==> config.mk <==
export PLATFORM = sky130hd
export DESIGN_NAME = pbpc_front
export DESIGN_NICKNAME = d
export VERILOG_FILES = /design/src/sv/pbpc_pkg.sv /design/src/sv/pbpc_front.sv
export SDC_FILE = /design/constraint.sdc
export NUM_CORES = 1
export LEC_CHECK = 0
export ABC_AREA = 1
export BUFFER_PORTS_ARGS = -buffer_cell sky130_fd_sc_hd__buf_4
export CAP_MARGIN = 20
export CORE_AREA = 2 2 63 65
export DETAILED_ROUTE_END_ITERATION = 7
export DIE_AREA = 0 0 65 67
export PLACE_DENSITY = 0.7
export RECOVER_POWER = 50
export SYNTH_ARGS = -nofsm -noshare
export SYNTH_HDL_FRONTEND = slang
export SYNTH_SLANG_ARGS = --single-unit
==> constraint.sdc <==
create_clock -name clk -period 4.26 [get_ports clk]
set_input_delay 1.278 -clock clk [delete_from_list [all_inputs] [get_ports clk]]
set_output_delay 1.278 -clock clk [all_outputs]
set_load 0.005 [all_outputs]
==> src/sv/pbpc_pkg.sv <==
// Shared types, constants and codes of the packet buffer pool with cache.
package pbpc_pkg;

  localparam int NUM_BUFFERS = 1024;
  localparam int CACHE_DEPTH = 64;
  localparam int ALIGN_BYTES = 64;

  localparam int ID_W     = 10;
  localparam int CNT_W    = 11;
  localparam int CCNT_W   = 7;
  localparam int CAP_W    = 17;
  localparam int OFF_W    = 26;
  localparam int ARENA_W  = 27;
  localparam int FAIL_W   = 32;
  localparam int PADDR_W  = $clog2(NUM_BUFFERS);
  localparam int CADDR_W  = $clog2(CACHE_DEPTH);

  localparam int CFG_IDX_W  = 2;
  localparam int CFG_DATA_W = 17;

  localparam int IN_TDATA_W  = 16;
  localparam int IN_TUSER_W  = 4;
  localparam int IN_PAD_W    = IN_TDATA_W - ID_W;
  localparam int OUT_TDATA_W = 128;
  localparam int OUT_TUSER_W = 3;
  localparam int OUT_PAD_W   = OUT_TDATA_W - (ID_W + OFF_W + 2 * CNT_W + FAIL_W + CCNT_W + ARENA_W);

  localparam logic [CFG_IDX_W-1:0] CFG_POOL_COUNT  = 2'd0;
  localparam logic [CFG_IDX_W-1:0] CFG_CAPACITY    = 2'd1;
  localparam logic [CFG_IDX_W-1:0] CFG_CACHE_LIMIT = 2'd2;

  localparam logic [CAP_W-1:0]  CAP_MIN          = 17'd64;
  localparam logic [CAP_W-1:0]  CAP_MAX          = 17'd65549;
  localparam logic [CNT_W-1:0]  RST_POOL_COUNT   = 11'd1024;
  localparam logic [CAP_W-1:0]  RST_CAPACITY     = 17'd2048;
  localparam logic [CCNT_W-1:0] RST_CACHE_LIMIT  = 7'd32;

  typedef enum logic [2:0] {
    KIND_POOL_ACQ      = 3'd0,
    KIND_POOL_REL      = 3'd1,
    KIND_CACHE_ACQ     = 3'd2,
    KIND_CACHE_RECYCLE = 3'd3,
    KIND_CACHE_FLUSH   = 3'd4
  } kind_t;

  typedef enum logic [2:0] {
    OP_NOP,
    OP_POOL_ACQ,
    OP_RELEASE,
    OP_CACHE_ACQ,
    OP_RECYCLE,
    OP_FLUSH
  } op_t;

  typedef enum logic [1:0] {
    OWN_FREE   = 2'd0,
    OWN_HOST   = 2'd1,
    OWN_CACHED = 2'd2
  } own_t;

  typedef enum logic [1:0] {
    ERR_NONE      = 2'd0,
    ERR_BAD_ID    = 2'd1,
    ERR_OWNERSHIP = 2'd2
  } err_t;

  typedef enum logic [3:0] {
    ST_CLEAR,
    ST_IDLE,
    ST_POP_WAIT,
    ST_CPOP_WAIT,
    ST_OWN_WAIT,
    ST_SPILL_WAIT,
    ST_CACHE_PUSH,
    ST_FLUSH,
    ST_DONE
  } bstate_t;

  typedef struct packed {
    op_t             op;
    logic            bad_id;
    logic [ID_W-1:0] id;
  } req_t;

  typedef struct packed {
    logic             clearing;
    logic [CNT_W-1:0] pool_count;
  } back_status_t;

  typedef struct packed {
    logic               granted;
    logic [ID_W-1:0]    result_id;
    logic [OFF_W-1:0]   result_offset;
    err_t               error_code;
    logic [CNT_W-1:0]   free_count;
    logic [CNT_W-1:0]   in_use_count;
    logic [FAIL_W-1:0]  failure_total;
    logic [CCNT_W-1:0]  cached_count;
    logic [ARENA_W-1:0] arena_bytes;
  } result_t;

endpackage

==> src/sv/pbpc_front.sv <==
// Front end: takes request items, classifies them and queues them for the back end.
module pbpc_front (
  input  logic                                clk,
  input  logic                                rst_n,
  input  logic                                in_tvalid,
  output logic                                in_tready,
  input  logic [pbpc_pkg::IN_TDATA_W-1:0]     in_tdata,   // buffer_id, zero padding
  input  logic [pbpc_pkg::IN_TUSER_W-1:0]     in_tuser,   // kind, buffer_present
  input  pbpc_pkg::back_status_t              status,
  output logic                                req_valid,
  output pbpc_pkg::req_t                      req,
  input  logic                                req_pop
);

  localparam int QDEPTH = 2;
  localparam int QPTR_W = $clog2(QDEPTH);
  localparam int QCNT_W = $clog2(QDEPTH + 1);

  pbpc_pkg::req_t          q_data_r [QDEPTH];
  logic [QPTR_W-1:0]       wr_ptr_r, wr_ptr_nxt;
  logic [QPTR_W-1:0]       rd_ptr_r, rd_ptr_nxt;
  logic [QCNT_W-1:0]       cnt_r, cnt_nxt;
  pbpc_pkg::req_t          cls;
  pbpc_pkg::kind_t         kind;
  logic                    present;
  logic [pbpc_pkg::ID_W-1:0] bid;
  logic                    push;
  logic                    pop;

  assign kind    = pbpc_pkg::kind_t'(in_tuser[2:0]);
  assign present = in_tuser[3];
  assign bid     = in_tdata[pbpc_pkg::ID_W-1:0];

  always_comb begin
    cls.id     = bid;
    cls.bad_id = !present || ({1'b0, bid} >= status.pool_count);
    case (kind)
      pbpc_pkg::KIND_POOL_ACQ:      cls.op = pbpc_pkg::OP_POOL_ACQ;
      pbpc_pkg::KIND_POOL_REL:      cls.op = pbpc_pkg::OP_RELEASE;
      pbpc_pkg::KIND_CACHE_ACQ:     cls.op = pbpc_pkg::OP_CACHE_ACQ;
      pbpc_pkg::KIND_CACHE_RECYCLE: cls.op = pbpc_pkg::OP_RECYCLE;
      pbpc_pkg::KIND_CACHE_FLUSH:   cls.op = pbpc_pkg::OP_FLUSH;
      default:                      cls.op = pbpc_pkg::OP_NOP;
    endcase
  end

  assign in_tready = (cnt_r != QCNT_W'(QDEPTH)) && !status.clearing;
  assign push      = in_tvalid && in_tready;
  assign pop       = req_pop && req_valid;
  assign req_valid = (cnt_r != '0);
  assign req       = q_data_r[rd_ptr_r];

  always_comb begin
    wr_ptr_nxt = push ? wr_ptr_r + 1'b1 : wr_ptr_r;
    rd_ptr_nxt = pop ? rd_ptr_r + 1'b1 : rd_ptr_r;
    cnt_nxt    = cnt_r + QCNT_W'(push) - QCNT_W'(pop);
  end

  always_ff @(posedge clk) begin
    if (!rst_n) begin
      wr_ptr_r <= '0;
      rd_ptr_r <= '0;
      cnt_r    <= '0;
    end else begin
      wr_ptr_r <= wr_ptr_nxt;
      rd_ptr_r <= rd_ptr_nxt;
      cnt_r    <= cnt_nxt;
    end
  end

  always_ff @(posedge clk) begin
    if (push) begin
      q_data_r[wr_ptr_r] <= cls;
    end
  end

endmodule

After elaboration in Yosys (flattened, before gate mapping) --
Memory sizes are Yosys's and may differ from the RTL's. A register that Yosys moved wholly into a read port is not among the register bits. Index checks and enable logic that the tools add are counted.
Word-level totals: register bits after elaboration 4, bits in writable memories 28, input bits 36, output and inout port bits 16, word-level logic and storage cells 27, memories 1
Memories:
- q_data_r | depth 2, width 14, read ports 1, clocked after memory_dff 1, write ports 1, RTL line pbpc_front.sv:19 | pbpc_pkg::req_t q_data_r [QDEPTH];
Cells by class: add/subtract/negate cells 4, order comparisons 1, equality and inequality tests 5, muxes and demuxes 5, reduce and logical (&&, ||, !) cells 8
Operators with widths (number):
- $pmux 3 s5 | 1
- $ge 10x11->1 | 1
- $eq 3x2->1 const B | 2
- $mux 1 | 4
- $eq 3x1->1 const B | 1
- $eq 3x3->1 const B | 1
- $logic_and 1x1->1 | 3
- $logic_not 3->1 | 1
- $add 1x1->1 const B | 2
- $add 2x1->2 | 1
- $logic_not 1->1 | 2
- $ne 2x2->1 const B | 1
- $reduce_bool 2->1 | 1
- $sub 2x1->2 | 1
- $logic_or 1x1->1 | 1

Logic depth before layout (Yosys ltp) --
depth in word-level cells 5, depth in mapped cells 10, depth with buffers taken out 10

Least setup slack after synthesis --
OpenSTA, ideal clock, no wires.
path type in2out, start input status[11] (netlist name), end output in_tready, arrival 1.403 ns, data required time 2.982 ns, setup slack 1.579 ns, cell stages on the path 1, path buffers 0, path through a21oi_4
Between the ends: word-level cells in the longest chain between the ends 2
Ends and longest elaborated chain:
- start: declaration | RTL line pbpc_front.sv:9 | input pbpc_pkg::back_status_t status,
- $logic_not 1->1 | RTL line pbpc_front.sv:47 | assign in_tready = (cnt_r != QCNT_W'(QDEPTH)) && !status.clearing;
- $logic_and 1x1->1 | RTL line pbpc_front.sv:47
- end: declaration | RTL line pbpc_front.sv:6 | output logic in_tready,
No other way between the ends.

Worst setup path after layout --
Same ends and word-level chain as after synthesis.

==> out/results.ini <==
[run_status]
status = finished, final reports clean

[timing]
setup_tns_ns = 0
finalCritPeriodShare = 0.7204
max_slew_margin = 0.4670
finalHoldViolCount = 0
slew_violations = 0
finalSetupViolCount = 0
max_clock_freq_ghz = 0.3259
tightest_slew_ns = 0.7994
rsz0062_at_grt = false
clock_skew_ns = 0.007148
whs_ns = 0.4538
post-route-min-period_ns = 3.069

[floorplan]
core_area_mm2 = 0.003606
die-area_mm2 = 0.004355
fp.dieH_um = 67
fp.dieW_um = 65
start_util = 0.4427
ios = 52
rows = 22

[placed_design]
numPlacedInstances = 230
place.gp.congestion = 0.7219
port-buffer-count = 45
dp_hpwl_um = 2071

[cts]
clockBufferDepth = 2
cts_tree = built
cts_resized = 0
clock_latency_ns = 0.27
postCtsSetupBuffers = 0
path_clk_slew_ns = 0.06
hold_buffers = 0
cts-root-buf = clkbuf_8
htreeDepth = 2
cts_buffers = 5
numClockSinks = 33

[power]
pwr-share-comb = 0.265
vdd_drop_max_uv = 191.7
pwr-share-seq = 0.487
power.leakage_nw = 0.9350
clock_power_share = 0.248
p_int_mw = 0.6358
netSwitchingPower_mw = 0.2282
p_per_area_mw_per_mm2 = 430.5
switching_share = 0.2641

[yosys]
synth_area_mm2 = 0.001597
syn_area_per_cell_um2 = 11.65
syn_inst = 137
ys_types = 18
synth_fp_nets = 185
synth-seq-cells = 33
synth_warnings = 0
ys_seq_area_frac = 0.5893

[grt]
grt.met3_usage = 0.03547
overflow = 0
antenna_found_initial = 0
grt_pass1_vias = 979
gr-usage-met2 = 0.2358
grt_max_degree = 15
grt.total_usage = 0.1255
grt_pass1_wl_um = 4015
gr-max-usage-layer = met2
use_met1 = 0.1288

[cells_and_area]
fin_cells = 238
layout_commonest_cell = buf_4
diodes = 0
utilization = 0.5566
mostFrequentLayoutCells = buf_4 (31), inv_1 (28), nand2_1 (28), edfxtp_1 (28), clkbuf_1 (14)
area_growth_pct = 25.71
fillers = 337
drive_above_1_share = 0.2842
finalNetCount = 237

[routing]
dr.first_iter.drc_count = 33
wl_per_cell_um = 11.12
drtPass1Iterations = 4
drc_errors = 0
ant_nets = 0
totalWireLength_um = 2646
via_per_inst = 4.496
vias = 1070

[setup_path]
worstSetupPathType = in -> out
arrival_ns = 1.79
crit_path_start_kind = input pin
cp-end-kind = output port
path_max_fanout = 3
cp.required_ns = 2.98

[min_path]
hold_path.class = reg -> reg

[flow_run]
cap_violations = 0

[power by group through the flow]
stage          combinational [mW]  clock, mW  sequential, mW
3_5_place_dp                0.248          0           0.432
2_1_floorplan               0.152          0           0.415
3_3_place_gp                0.240          0           0.429
5_1_grt                     0.255      0.232           0.426
6_report                    0.229      0.214           0.421
4_1_cts                     0.249      0.222           0.425
[worst paths after layout]
check	startpoint	endpoint	slack [ns]	depth (start not counted)
min reg2reg	rd_ptr_r	flop	0.45	1
min	rd_ptr_r	flop	0.45	1
max	status[11]	in_tready	1.19	3
max reg2reg	cnt_r[0]	q_data_r[0][1]	2.32	5
[worst max-delay path, stage by stage]
cell and delay, ns:
clkbuf_4 0.11, a21oi_1 0.23, buf_4 0.17
[metal layers]
layer / vias up / share of wire / wire length [um]
met3: 2 / 0.041 / 109
met2: 28 / 0.57 / 1504
met5: - / 0 / 0
met1: 485 / 0.38 / 1005
li1: 555 / - / -
met4: 0 / 0.010 / 27
[area by class of cell]
cell class | count | area [um^2] | area share
multi-input cells | 75 | 521.8 | 0.2600
flip-flops and latches | 33 | 940.9 | 0.4688
inverters | 28 | 105.1 | 0.05237
repair buffers | 46 | 296.5 | 0.1478
clock buffers | 6 | 72.57 | 0.03616
clock inverters | 2 | 10.01 | 0.004988
well taps | 48 | 60.06 | 0.02993
[through the flow]
step,area (um^2),total power [mW],setup slack [ns]
finish,2007,0.8640,1.191
global route,2007,0.9130,1.161
CTS,2073,0.8968,1.309
detailed placement,1991,0.6801,1.313
global placement,1991,0.6689,1.331
floorplan,1597,0.5668,1.579
[flip-flops by register name, indices dropped and copies added (netlist names), named ones only]
name / flops
wr_ptr_r: 1
q_data_r: 28
cnt_r: 2
rd_ptr_r: 1
[synth_stat cells]
cell | number | area, um^2
edfxtp_1 | 28 | 840.8
inv_1 | 28 | 105.1
nand2_1 | 27 | 101.4
mux2_2 | 13 | 146.4
ha_1 | 12 | 150.1
a21oi_1 | 7 | 35.03
nor2_1 | 7 | 26.28
dfxtp_1 | 5 | 100.1
a21oi_4 | 1 | 16.27
buf_6 | 1 | 11.26
mux2_4 | 1 | 15.01
nand2_2 | 1 | 6.260
nand3_1 | 1 | 5.000
nor3b_1 | 1 | 7.510
o21a_1 | 1 | 7.510
o21ai_0 | 1 | 5.000
o21ai_2 | 1 | 8.760
xnor2_1 | 1 | 8.760
[cells by family after synthesis]
group                      share of synthesized area
AOI/OAI and AO/OA                            0.04545
muxes                                         0.1011
adders and majority gates                    0.09404
and+or+nand+nor                              0.09170
DFF                                           0.5893
xor gates and xnor gates                    0.005487
buffers and inverters                        0.07288
Power figures use the tool's default switching activity.
